## src/prf_pkg.sv

```systemverilog
// Shared types and constants for the pointer ring FIFO.
// Used by prf_ctrl, prf_datapath and pointer_ring_fifo; no dependencies.
package prf_pkg;

  localparam int DEPTH    = 16;
  localparam int IDX_W    = $clog2(DEPTH);
  localparam int CAP_W    = IDX_W + 1;
  localparam int HANDLE_W = 32;
  localparam int OP_W     = 3;

  localparam logic [CAP_W-1:0] CAP_RESET = CAP_W'(DEPTH);

  typedef enum logic [OP_W-1:0] {
    OP_ENQ       = 3'd0,
    OP_DEQ       = 3'd1,
    OP_ADV_REAR  = 3'd2,
    OP_ADV_FRONT = 3'd3,
    OP_CLEAR     = 3'd4
  } op_t;

  typedef enum logic [1:0] {
    ST_IDLE,
    ST_NORM,
    ST_EXEC
  } state_t;

  typedef struct packed {
    logic load;
    logic norm_step;
    logic exec;
  } ctrl_cmd_t;

  typedef struct packed {
    logic cap_zero;
    logic need_norm;
  } dp_stat_t;

endpackage

```

## src/prf_ctrl.sv

```systemverilog
// Controller FSM for the pointer ring FIFO: sequences load, index
// normalization and execute, and owns the result valid. Uses prf_pkg.
module prf_ctrl (
  input  logic                 clk,
  input  logic                 rst_n,
  input  logic                 in_valid,
  output logic                 in_stall,
  output logic                 out_valid,
  input  logic                 out_stall,
  input  prf_pkg::dp_stat_t    stat,
  output prf_pkg::ctrl_cmd_t   cmd
);
  import prf_pkg::*;

  state_t state_r, state_nxt;
  logic   out_valid_r, out_valid_nxt;

  always_ff @(posedge clk) begin
    if (!rst_n) begin
      state_r     <= ST_IDLE;
      out_valid_r <= 1'b0;
    end else begin
      state_r     <= state_nxt;
      out_valid_r <= out_valid_nxt;
    end
  end

  always_comb begin
    state_nxt     = state_r;
    cmd           = '0;
    out_valid_nxt = out_valid_r && out_stall;
    case (state_r)
      ST_IDLE: begin
        if (in_valid) begin
          cmd.load  = 1'b1;
          state_nxt = ST_NORM;
        end
      end
      ST_NORM: begin
        // reduce stale indices one subtraction per cycle
        if (stat.cap_zero || !stat.need_norm) begin
          state_nxt = ST_EXEC;
        end else begin
          cmd.norm_step = 1'b1;
        end
      end
      ST_EXEC: begin
        // hold until the output register is free
        if (!out_valid_r || !out_stall) begin
          cmd.exec      = 1'b1;
          out_valid_nxt = 1'b1;
          state_nxt     = ST_IDLE;
        end
      end
      default: begin
        state_nxt = ST_IDLE;
      end
    endcase
  end

  assign in_stall  = (state_r != ST_IDLE);
  assign out_valid = out_valid_r;

endmodule

```

## src/prf_datapath.sv

```systemverilog
// Datapath for the pointer ring FIFO: capacity register, indices, full flag,
// slot memory and result registers. Uses prf_pkg; driven by prf_ctrl.
module prf_datapath (
  input  logic                             clk,
  input  logic                             rst_n,
  input  prf_pkg::ctrl_cmd_t               cmd,
  output prf_pkg::dp_stat_t                stat,
  input  logic                             cfg_valid,
  input  logic [prf_pkg::CAP_W-1:0]        cfg_capacity,
  input  logic [prf_pkg::OP_W-1:0]         in_op,
  input  logic [prf_pkg::HANDLE_W-1:0]     in_entry_in,
  input  logic [prf_pkg::CAP_W-1:0]        in_count,
  output logic                             out_ok,
  output logic [prf_pkg::HANDLE_W-1:0]     out_entry_out,
  output logic [prf_pkg::CAP_W-1:0]        out_moved,
  output logic [prf_pkg::CAP_W-1:0]        out_used_slots,
  output logic [prf_pkg::CAP_W-1:0]        out_free_slots,
  output logic [prf_pkg::IDX_W-1:0]        out_head_index,
  output logic [prf_pkg::IDX_W-1:0]        out_tail_index
);
  import prf_pkg::*;

  function automatic logic [CAP_W-1:0] used_of(input logic [CAP_W-1:0] cap,
                                               input logic             full,
                                               input logic [IDX_W-1:0] h,
                                               input logic [IDX_W-1:0] t);
    logic [CAP_W-1:0] res;
    if (cap == '0) begin
      res = '0;
    end else if (full) begin
      res = cap;
    end else if (t >= h) begin
      res = {1'b0, t} - {1'b0, h};
    end else begin
      res = cap - ({1'b0, h} - {1'b0, t});
    end
    return res;
  endfunction

  function automatic logic [IDX_W-1:0] wrap_add(input logic [IDX_W-1:0] idx,
                                                input logic [CAP_W-1:0] n,
                                                input logic [CAP_W-1:0] cap);
    logic [CAP_W:0] s;
    logic [CAP_W:0] r;
    s = {2'b00, idx} + {1'b0, n};
    r = (s >= {1'b0, cap}) ? s - {1'b0, cap} : s;
    return r[IDX_W-1:0];
  endfunction

  logic [CAP_W-1:0]    cap_r;
  logic [IDX_W-1:0]    head_r, tail_r;
  logic                full_r;
  logic [OP_W-1:0]     op_r;
  logic [HANDLE_W-1:0] entry_r;
  logic [CAP_W-1:0]    cnt_r;
  logic [HANDLE_W-1:0] rd_data_r;
  logic [HANDLE_W-1:0] mem [DEPTH];

  logic                ok_r;
  logic [HANDLE_W-1:0] taken_r;
  logic [CAP_W-1:0]    moved_r, used_r, free_r;
  logic [IDX_W-1:0]    head_out_r, tail_out_r;

  logic [CAP_W-1:0]    eff_cap;
  logic                head_ge, tail_ge;
  logic [IDX_W-1:0]    head_nxt, tail_nxt;
  logic                full_nxt, ok_nxt, wr_en;
  logic [HANDLE_W-1:0] taken_nxt;
  logic [CAP_W-1:0]    moved_nxt, used0, free0, used1, free1;

  assign eff_cap = (cap_r > CAP_W'(DEPTH)) ? CAP_W'(DEPTH) : cap_r;
  assign head_ge = ({1'b0, head_r} >= eff_cap);
  assign tail_ge = ({1'b0, tail_r} >= eff_cap);

  assign stat = '{cap_zero: (eff_cap == '0), need_norm: (head_ge || tail_ge)};

  always_comb begin
    head_nxt  = head_r;
    tail_nxt  = tail_r;
    full_nxt  = full_r;
    ok_nxt    = 1'b0;
    taken_nxt = '0;
    moved_nxt = '0;
    wr_en     = 1'b0;
    used0     = used_of(eff_cap, full_r, head_r, tail_r);
    free0     = eff_cap - used0;
    if (eff_cap == '0) begin
      // disabled queue: clear still resets the indices but reports failure
      if (op_r == OP_CLEAR) begin
        head_nxt = '0;
        tail_nxt = '0;
        full_nxt = 1'b0;
      end
    end else begin
      case (op_t'(op_r))
        OP_ENQ: begin
          if (entry_r != '0 && !full_r) begin
            wr_en    = 1'b1;
            tail_nxt = wrap_add(tail_r, CAP_W'(1), eff_cap);
            full_nxt = (tail_nxt == head_r);
            ok_nxt   = 1'b1;
          end
        end
        OP_DEQ: begin
          if (used0 != '0) begin
            taken_nxt = rd_data_r;
            head_nxt  = wrap_add(head_r, CAP_W'(1), eff_cap);
            full_nxt  = 1'b0;
            ok_nxt    = 1'b1;
          end
        end
        OP_ADV_REAR: begin
          if (cnt_r <= free0) begin
            // a zero move leaves the full flag alone
            if (cnt_r != '0) begin
              tail_nxt = wrap_add(tail_r, cnt_r, eff_cap);
              full_nxt = (tail_nxt == head_r);
            end
            moved_nxt = cnt_r;
            ok_nxt    = 1'b1;
          end
        end
        OP_ADV_FRONT: begin
          if (cnt_r <= used0) begin
            if (cnt_r != '0) begin
              head_nxt = wrap_add(head_r, cnt_r, eff_cap);
              full_nxt = 1'b0;
            end
            moved_nxt = cnt_r;
            ok_nxt    = 1'b1;
          end
        end
        OP_CLEAR: begin
          head_nxt = '0;
          tail_nxt = '0;
          full_nxt = 1'b0;
          ok_nxt   = 1'b1;
        end
        default: begin
        end
      endcase
    end
    used1 = used_of(eff_cap, full_nxt, head_nxt, tail_nxt);
    free1 = eff_cap - used1;
  end

  always_ff @(posedge clk) begin
    if (!rst_n) begin
      cap_r  <= CAP_RESET;
      head_r <= '0;
      tail_r <= '0;
      full_r <= 1'b0;
    end else begin
      if (cfg_valid) begin
        cap_r <= cfg_capacity;
      end
      if (cmd.norm_step) begin
        if (head_ge) begin
          head_r <= IDX_W'({1'b0, head_r} - eff_cap);
        end
        if (tail_ge) begin
          tail_r <= IDX_W'({1'b0, tail_r} - eff_cap);
        end
      end else if (cmd.exec) begin
        head_r <= head_nxt;
        tail_r <= tail_nxt;
        full_r <= full_nxt;
      end
    end
  end

  always_ff @(posedge clk) begin
    if (cmd.load) begin
      op_r    <= in_op;
      entry_r <= in_entry_in;
      cnt_r   <= in_count;
    end
    if (cmd.exec) begin
      ok_r       <= ok_nxt;
      taken_r    <= taken_nxt;
      moved_r    <= moved_nxt;
      used_r     <= used1;
      free_r     <= free1;
      head_out_r <= head_nxt;
      tail_out_r <= tail_nxt;
    end
  end

  // slot memory: one write port at tail, registered read at head
  always_ff @(posedge clk) begin
    if (cmd.exec && wr_en) begin
      mem[tail_r] <= entry_r;
    end
    rd_data_r <= mem[head_r];
  end

  assign out_ok         = ok_r;
  assign out_entry_out  = taken_r;
  assign out_moved      = moved_r;
  assign out_used_slots = used_r;
  assign out_free_slots = free_r;
  assign out_head_index = head_out_r;
  assign out_tail_index = tail_out_r;

endmodule

```

## src/pointer_ring_fifo.sv

```systemverilog
// Pointer ring FIFO top level: prf_ctrl and prf_datapath, uses prf_pkg.
// Each input beat is loaded, its stale head and tail indices are reduced
// by the capacity one subtraction at a time (stale only after a capacity
// change without a clear), then it is executed into the result registers
// once the output is free. No new beat is taken until it has been executed.
// Reset: synchronous, active low; head, tail and full clear, capacity 16.
module pointer_ring_fifo (
  input  logic                             clk,
  input  logic                             rst_n,
  input  logic                             in_valid,
  output logic                             in_stall,
  input  logic [prf_pkg::OP_W-1:0]         in_op,
  input  logic [prf_pkg::HANDLE_W-1:0]     in_entry_in,
  input  logic [prf_pkg::CAP_W-1:0]        in_count,
  output logic                             out_valid,
  input  logic                             out_stall,
  output logic                             out_ok,
  output logic [prf_pkg::HANDLE_W-1:0]     out_entry_out,
  output logic [prf_pkg::CAP_W-1:0]        out_moved,
  output logic [prf_pkg::CAP_W-1:0]        out_used_slots,
  output logic [prf_pkg::CAP_W-1:0]        out_free_slots,
  output logic [prf_pkg::IDX_W-1:0]        out_head_index,
  output logic [prf_pkg::IDX_W-1:0]        out_tail_index,
  input  logic                             cfg_valid,
  output logic                             cfg_ready,
  input  logic [prf_pkg::CAP_W-1:0]        cfg_capacity
);
  import prf_pkg::*;

  ctrl_cmd_t cmd;
  dp_stat_t  stat;

  assign cfg_ready = 1'b1;

  prf_ctrl u_ctrl (
    .clk       (clk),
    .rst_n     (rst_n),
    .in_valid  (in_valid),
    .in_stall  (in_stall),
    .out_valid (out_valid),
    .out_stall (out_stall),
    .stat      (stat),
    .cmd       (cmd)
  );

  prf_datapath u_dp (
    .clk            (clk),
    .rst_n          (rst_n),
    .cmd            (cmd),
    .stat           (stat),
    .cfg_valid      (cfg_valid && cfg_ready),
    .cfg_capacity   (cfg_capacity),
    .in_op          (in_op),
    .in_entry_in    (in_entry_in),
    .in_count       (in_count),
    .out_ok         (out_ok),
    .out_entry_out  (out_entry_out),
    .out_moved      (out_moved),
    .out_used_slots (out_used_slots),
    .out_free_slots (out_free_slots),
    .out_head_index (out_head_index),
    .out_tail_index (out_tail_index)
  );

  a_cmd_onehot: assert property (@(posedge clk) disable iff (!rst_n)
    $onehot0({cmd.load, cmd.norm_step, cmd.exec}))
    else $error("controller issued more than one command");

  a_exec_normalized: assert property (@(posedge clk) disable iff (!rst_n)
    cmd.exec |-> (stat.cap_zero || !stat.need_norm))
    else $error("execute with stale indices");

  a_exec_valid: assert property (@(posedge clk) disable iff (!rst_n)
    cmd.exec |=> out_valid)
    else $error("executed beat did not reach the output");

  a_accept_busy: assert property (@(posedge clk) disable iff (!rst_n)
    (in_valid && !in_stall) |=> in_stall)
    else $error("second beat taken while one is in work");

endmodule
```

## config.mk

```make
export PLATFORM = sky130hd
export DESIGN_NAME = pointer_ring_fifo
export DESIGN_NICKNAME = d
export VERILOG_FILES = /design/src/prf_pkg.sv /design/src/prf_ctrl.sv /design/src/prf_datapath.sv /design/src/pointer_ring_fifo.sv
export SDC_FILE = /design/constraint.sdc
export NUM_CORES = 1
export LEC_CHECK = 0
export ABC_AREA = 1
export BUFFER_PORTS_ARGS = -buffer_cell sky130_fd_sc_hd__buf_2
export CELL_PAD_IN_SITES_DETAIL_PLACEMENT = 0
export CELL_PAD_IN_SITES_GLOBAL_PLACEMENT = 2
export CORE_MARGIN = 2
export CORE_UTILIZATION = 39
export DETAILED_ROUTE_END_ITERATION = 16
export PLACE_DENSITY_LB_ADDON = 0.1
export SLEW_MARGIN = 20
export SYNTH_ARGS = -nofsm -noshare
export SYNTH_HDL_FRONTEND = slang
export SYNTH_SLANG_ARGS = --single-unit
```

## constraint.sdc

```tcl
create_clock -name clk -period 23.9 [get_ports clk]
set_input_delay 1.195 -clock clk [delete_from_list [all_inputs] [get_ports clk]]
set_output_delay 1.195 -clock clk [all_outputs]
set_load 0.005 [all_outputs]
```

== After elaboration in Yosys (flattened, before gate mapping) ==
Memory sizes are Yosys's and may differ from the RTL's. A register that Yosys moved wholly into a read port is not among the register bits.
Cells that the tools add are included.
Cells by class
  add/sub/neg operators: 18
  magnitude comparators: 11
  equality and inequality tests: 13
  multiplexer cells: 62
  bitwise gates (word level): 3
  reductions and logical operators: 23
Operators with widths (count)
  2-to-1 mux 4 bit: 20
  2-to-1 mux 5 bit: 9
  nonzero test 32 bit: 1
  2-to-1 mux 1 bit: 24
  one-hot mux 4 bit (3 select lines): 2
  subtractor 4 bit: 6
  subtractor 4 x 4 -> 5 bit: 4
  subtractor 5 bit: 4
  adder 4 x 5 -> 6 bit: 2
  >= comparator 6 x 5 -> 1 bit: 2
  adder 4 x 1 -> 5 bit (second input constant): 2
  >= comparator 4 x 5 -> 1 bit: 2
  >= comparator 5 bit: 2
  <= comparator 5 bit: 2
  one-hot mux 1 bit (5 select lines): 2
  one-hot mux 5 bit (2 select lines): 1
  nonzero test 5 bit: 2
  == test 4 bit: 2
  >= comparator 4 bit: 2
  inequality test 2 x 1 -> 1 bit (second input constant): 4
  == test 3 x 2 -> 1 bit (second input constant): 2
  2-to-1 mux 2 bit: 3
  one-hot mux 2 bit (3 select lines): 1
  AND reduction 2 bit: 3
  other kinds (16): 26
Storage, ports and cells
  register bits after elaboration: 113
  memory bits (writable): 512
  input port bits: 50
  output and inout bits: 59
  logic and storage cells: 147
  memories: 1
Memory list
  u_dp.mem: depth 16, width 32, rd ports 1, clocked after Yosys merged registers in 1, write ports 1, RTL line prf_datapath.sv:57  | logic [HANDLE_W-1:0] mem [DEPTH];

== Depth between registers and ports, before layout ==
  depth after elaboration: 17
  gate-level depth with buffers: 51

== By module ==
A second synthesis with hierarchy kept.
Second synthesis, totals
  cell total of the unflattened synthesis: 2374
  area total of the unflattened synthesis: 28469.8 um^2
By module, submodules not included
  prf_datapath: times used 1, cells an instance 2348, area each 28305.9 um^2, seq. area each 19178.4 um^2
  prf_ctrl: times used 1, cells an instance 24, area each 152.6 um^2, seq. area each 60.1 um^2
  pointer_ring_fifo: times used 1, cells an instance 2, area each 11.3 um^2, seq. area each 0.0 um^2

== Least setup slack after synthesis ==
Ideal clock, no wire load.
  path kind: flip-flop to flip-flop
  from: reg u_dp.cap_r[4]
  to: reg u_dp.free_r[4] (netlist: u_dp.out_free_slots[4]), data pin
  setup time: 0.252 ns
  data arrival time: 7.324 ns
  required time: 23.648 ns
  slack: 16.324 ns
  cell stages (with the launch flop): 44
  path through: dfxtp_1 buf_6 nor2_1 inv_1 fa_1 fa_1 inv_1 nand3_2 nand3_2 nand2_2 fa_1 a21o_1 a21oi_1 xor2_1 ha_1 nand2_1 nor2_1 nand2_1 [... 8 more ...] o22ai_1 ha_1 nand2_1 nor2_1 a211oi_1 o21ai_0 a31oi_1 inv_1 nand2_1 o21ai_0 a21oi_1 ha_1 inv_1 fa_1 a31oi_1 inv_1 nand2_1 nand2_1
Between the ends
  elaborated cells on any way between the ends: 50
  those cells by class: 10 x add/sub; 8 x order compare; 2 x eq/ne; 28 x mux; 2 x reduce/logical
RTL lines
  start: declaration: RTL line prf_datapath.sv:50  | logic [CAP_W-1:0] cap_r;
  start signal: assignment: RTL line prf_datapath.sv:155  | cap_r <= cfg_capacity;
  greater-than comparator 5 bit: RTL line prf_datapath.sv:71  | assign eff_cap = (cap_r > CAP_W'(DEPTH)) ? CAP_W'(DEPTH) : cap_r;
  2-to-1 mux 5 bit *: RTL line prf_datapath.sv:71
  subtractor 5 bit: RTL line prf_datapath.sv:35  | res = cap - ({1'b0, h} - {1'b0, t});
  2-to-1 mux 5 bit: RTL line prf_datapath.sv:32  | end else if (t >= h) begin
  2-to-1 mux 5 bit: RTL line prf_datapath.sv:30  | end else if (full) begin
  2-to-1 mux 5 bit: RTL line prf_datapath.sv:28  | if (cap == '0) begin
  subtractor 5 bit: RTL line prf_datapath.sv:86  | free0 = eff_cap - used0;
  <= comparator 5 bit: RTL line prf_datapath.sv:113  | if (cnt_r <= free0) begin
  [... 3 more ...]
  net u_dp.tail_nxt[2]: RTL line prf_datapath.sv:66  | logic [IDX_W-1:0] head_nxt, tail_nxt;
  >= comparator 4 bit *: RTL line prf_datapath.sv:32
  2-to-1 mux 5 bit *: RTL line prf_datapath.sv:32
  2-to-1 mux 5 bit *: RTL line prf_datapath.sv:30
  2-to-1 mux 5 bit *: RTL line prf_datapath.sv:28
  net u_dp.used1[0]: RTL line prf_datapath.sv:69  | logic [CAP_W-1:0] moved_nxt, used0, free0, used1, free1;
  subtractor 5 bit *: RTL line prf_datapath.sv:144  | free1 = eff_cap - used1;
  net u_dp.free1[4]: RTL line prf_datapath.sv:69
  end signal: assignment: RTL line prf_datapath.sv:183  | free_r <= free1;
  end: declaration: RTL line prf_datapath.sv:61  | logic [CAP_W-1:0] moved_r, used_r, free_r;
The timed path passes the listed nets; every way through them passes the cells marked *.
A chain may end at the register's enable or synchronous reset.

== Worst setup path after layout ==
Ends and elaborated chain as after synthesis.

==> impl_metrics.tcl <==
set metrics [dict create \
    grt_pass1_wl_mm 121 \
    htreeDepth 3 \
    maxSlewViolCount 0 \
    leakagePower_nw 11.9 \
    finalCritPeriodShare_pct 36.3 \
    critPathRequiredTime_ps 24260 \
    cts_tree "yes" \
    dr_total_vias 18800 \
    avgSynthCellArea_um2 12.1 \
    area.sequential_um2 19300 \
    coreArea_um2 72600 \
    swShare_pct 27.9 \
    r2r-start "u_dp.cap_r[4]" \
    grt_start_max_net_pins 103 \
    cts_resized 0 \
    path_delay_family "adder cells" \
    die_w_um 274 \
    die_area_um2 75200 \
    pin_count 109 \
    slew_headroom_pct 27.2 \
    min_to "u_dp.cap_r[1]" \
    synth-edff-count 608 \
    p_seq_share_pct 44.3 \
    cp.arrival_ps 9030 \
    rows 99 \
    peakVddDrop_mv 0.0653 \
    max_cap_viol_count 0 \
    mostFrequentLayoutCell "edfxtp_1" \
    die_h_um 274 \
    max_freq_ghz 0.115 \
    p_clk_share_pct 38.4 \
    min_from "u_dp.cap_r[1]" \
    final_cell_mix "edfxtp_1 (608), nor2_1 (354), o21ai_0 (312)" \
    drt-wirelength-per-cell_um 23.7 \
    routabilityCongestion 0.866 \
    yosys_warnings 0 \
    p_sw_mw 0.837 \
    synth-seq-cells 657 \
    reg2reg_slack_ps 15230 \
    start_util_pct 39.3 \
    ctsHoldBuffers 0 \
    drc 0 \
    status "completed" \
    netlist_area_um2 28500 \
    min_period_ps 8670 \
    holdWs_ps 490 \
    cts_buffer_depth 3 \
    hpwl_mm 44.2 \
    r2r_end "u_dp.out_free_slots[4]" \
    powerDensity_nw_per_um2 92.0 \
    cp_slowest_cell "dfxtp_1" \
    cts-root-buf "clkbuf_16" \
    rr_worst_depth 43 \
    nNetsFinal 2612 \
    drtPass1Iterations 7 \
    pre_cts_ws_ps 15200 \
    ys.flop_type "edfxtp_1" \
    grt_usage_pct 22.0 \
    worstSetupPathType "reg2reg" \
    fin_worst_skew_ps 21.0 \
    clock_latency_ps 620 \
    drive_gt1_share_pct 13.2 \
    crit_path_end_kind "flip-flop" \
    antenna_cells 0 \
    area_growth_pct 14.6 \
    wl_mm 82.7 \
    fin_ws_ps 15230 \
    synth-async-reset-ratio_pct 0 \
    crit_cells 43 \
    worst_path_most_repeated_cell "nand2_1" \
    drtIter0Drc 1524 \
    ant_nets 0 \
    path_max_fanout 11 \
    fin_tns_setup_ps 0 \
    final-hold-violation-count 0 \
    port_buffers 107 \
    cp_slowest_stage_delay_ps 660 \
    fillCellCount 6726 \
    crit_path_start_kind "flip-flop" \
    hold_class "reg2reg" \
    clock-sinks 657 \
    multi_input_area_um2 8250 \
    synth_nets 2511 \
    p_int_mw 2.17 \
    cts_buffers 74 \
    combPwrFrac_pct 17.3 \
    grt_antenna_before_repair 0 \
    viasPerCell 5.38 \
    critPathBufInv 7 \
    grt_pass1_vias 18500 \
    syn_inst 2362 \
    setup_viol 0 \
    worst_pin_slew_ps 1090 \
    gr-total-overflow 0 \
    postCtsSetupBuffers 0 \
    yosys.cell_types.count 56 \
    worstHoldPathCells 2 \
    ys_seq_area_share_pct 67.5 \
    rsz0062_at_grt "no" \
    path_clk_slew_ps 60 \
]
-- logic make-up (layout without fill, tap and decap cells) --
kind of cell / Yosys count / after routing / share of synthesized area, %
xor+xnor: 31 / 31 / 0.953
mux: 1 / 1 / 0.0351
compound gates: 558 / 558 / 12.0
other cells: 1 / 1 / 0.0132
simple gates: 729 / 729 / 10.7
fa+ha+maj: 99 / 99 / 4.87
flops: 657 / 657 / 67.5
buf+inv: 286 / 448 / 3.95
-- flip-flops by register name, summed over array words and instances (netlist names) --
name and count:
u_dp.head_r 4, u_dp.full_r 1, u_dp.tail_r 4, u_dp.cap_r 5
u_dp.out_entry_out 32, u_dp.mem 512, u_dp.rd_data_r 32, u_dp.out_tail_index 4
u_dp.out_head_index 4, u_dp.out_ok 1, u_ctrl.state_r 2, u_ctrl.out_valid 1
u_dp.entry_r 32, u_dp.out_free_slots 5, u_dp.out_used_slots 5, u_dp.out_moved 5
u_dp.cnt_r 5, u_dp.op_r 3
-- metrics by stage --
stage                     power, mW  cell area (um^2)  std cells  util, %
after global routing           3.15             32700       3483     45.0
after detailed placement       1.88             30200       3346     41.6
after CTS                      3.03             32700       3483     45.0
final                          3.00             32700       3483     45.0
after global placement         1.87             30200       3346     41.6
after floorplan                1.71             28500       2362        -
-- worst reg2reg max path, delay by kind of cell, from the launching register on --
kind | cells | cell delay, ps
simple gates | 16 | 1360
buf+inv | 7 | 1260
compound gates | 12 | 2170
xor+xnor | 1 | 90
flops | 1 | 660
fa+ha+maj | 7 | 2900
-- power groups by stage --
stage / logic, mW / registers (mW) / clock network [mW]
after global routing: 0.590 / 1.34 / 1.22
after global placement: 0.516 / 1.36 / 0
after detailed placement: 0.521 / 1.36 / 0
after floorplan: 0.372 / 1.34 / 0
after CTS: 0.523 / 1.33 / 1.18
final: 0.519 / 1.33 / 1.15
-- layer usage --
layer	wire [um]	vias up	GRT usage (%)	share of wire (%)
met4	1660	0	5.61	2.0
met5	0	-	0	0
li1	-	8761	-	-
met1	36900	9429	29.8	45
met3	3540	109	2.70	4.3
met2	40600	451	37.5	49
-- worst max-delay path by stage --
stage	start	endpoint	slack, ps
detailed placement	u_dp.cap_r[4]	u_dp.out_free_slots[4]	15200
CTS	u_dp.cap_r[4]	u_dp.out_free_slots[4]	15170
floorplan	u_dp.cap_r[4]	u_dp.out_free_slots[4]	16320
global placement	u_dp.cap_r[4]	u_dp.out_free_slots[4]	15310
finish	u_dp.cap_r[4]	u_dp.out_free_slots[4]	15230
global route	u_dp.cap_r[4]	u_dp.out_free_slots[4]	14230
-- area by class of cell --
cell class                      count  area share [%]
Multi-Input combinational cell   1419            25.3
Tap cell                          959            3.67
Inverter                          165            1.93
Clock inverter                     39            1.37
Sequential cell                   657            59.0
Clock buffer                       98            6.26
Timing Repair Buffer              146            2.54
-- Yosys cell counts, types with 9 or more instances --
master,instances,area [um^2]
edfxtp_1,608,18300
nor2_1,370,1390
o21ai_0,312,1560
nand2_1,216,811
inv_1,154,578
o221ai_1,104,911
clkbuf_1,99,372
nand3_1,88,440
ha_1,79,988
a21oi_1,50,250
dfxtp_1,49,981
o211ai_1,32,240
o22ai_1,27,169
fa_1,20,400
xor2_1,18,158
xnor2_1,13,114
nand4_1,10,62.6
buf_1,9,33.8
nand2_2,9,56.3
Note: power is estimated with default switching activity, not from simulation.
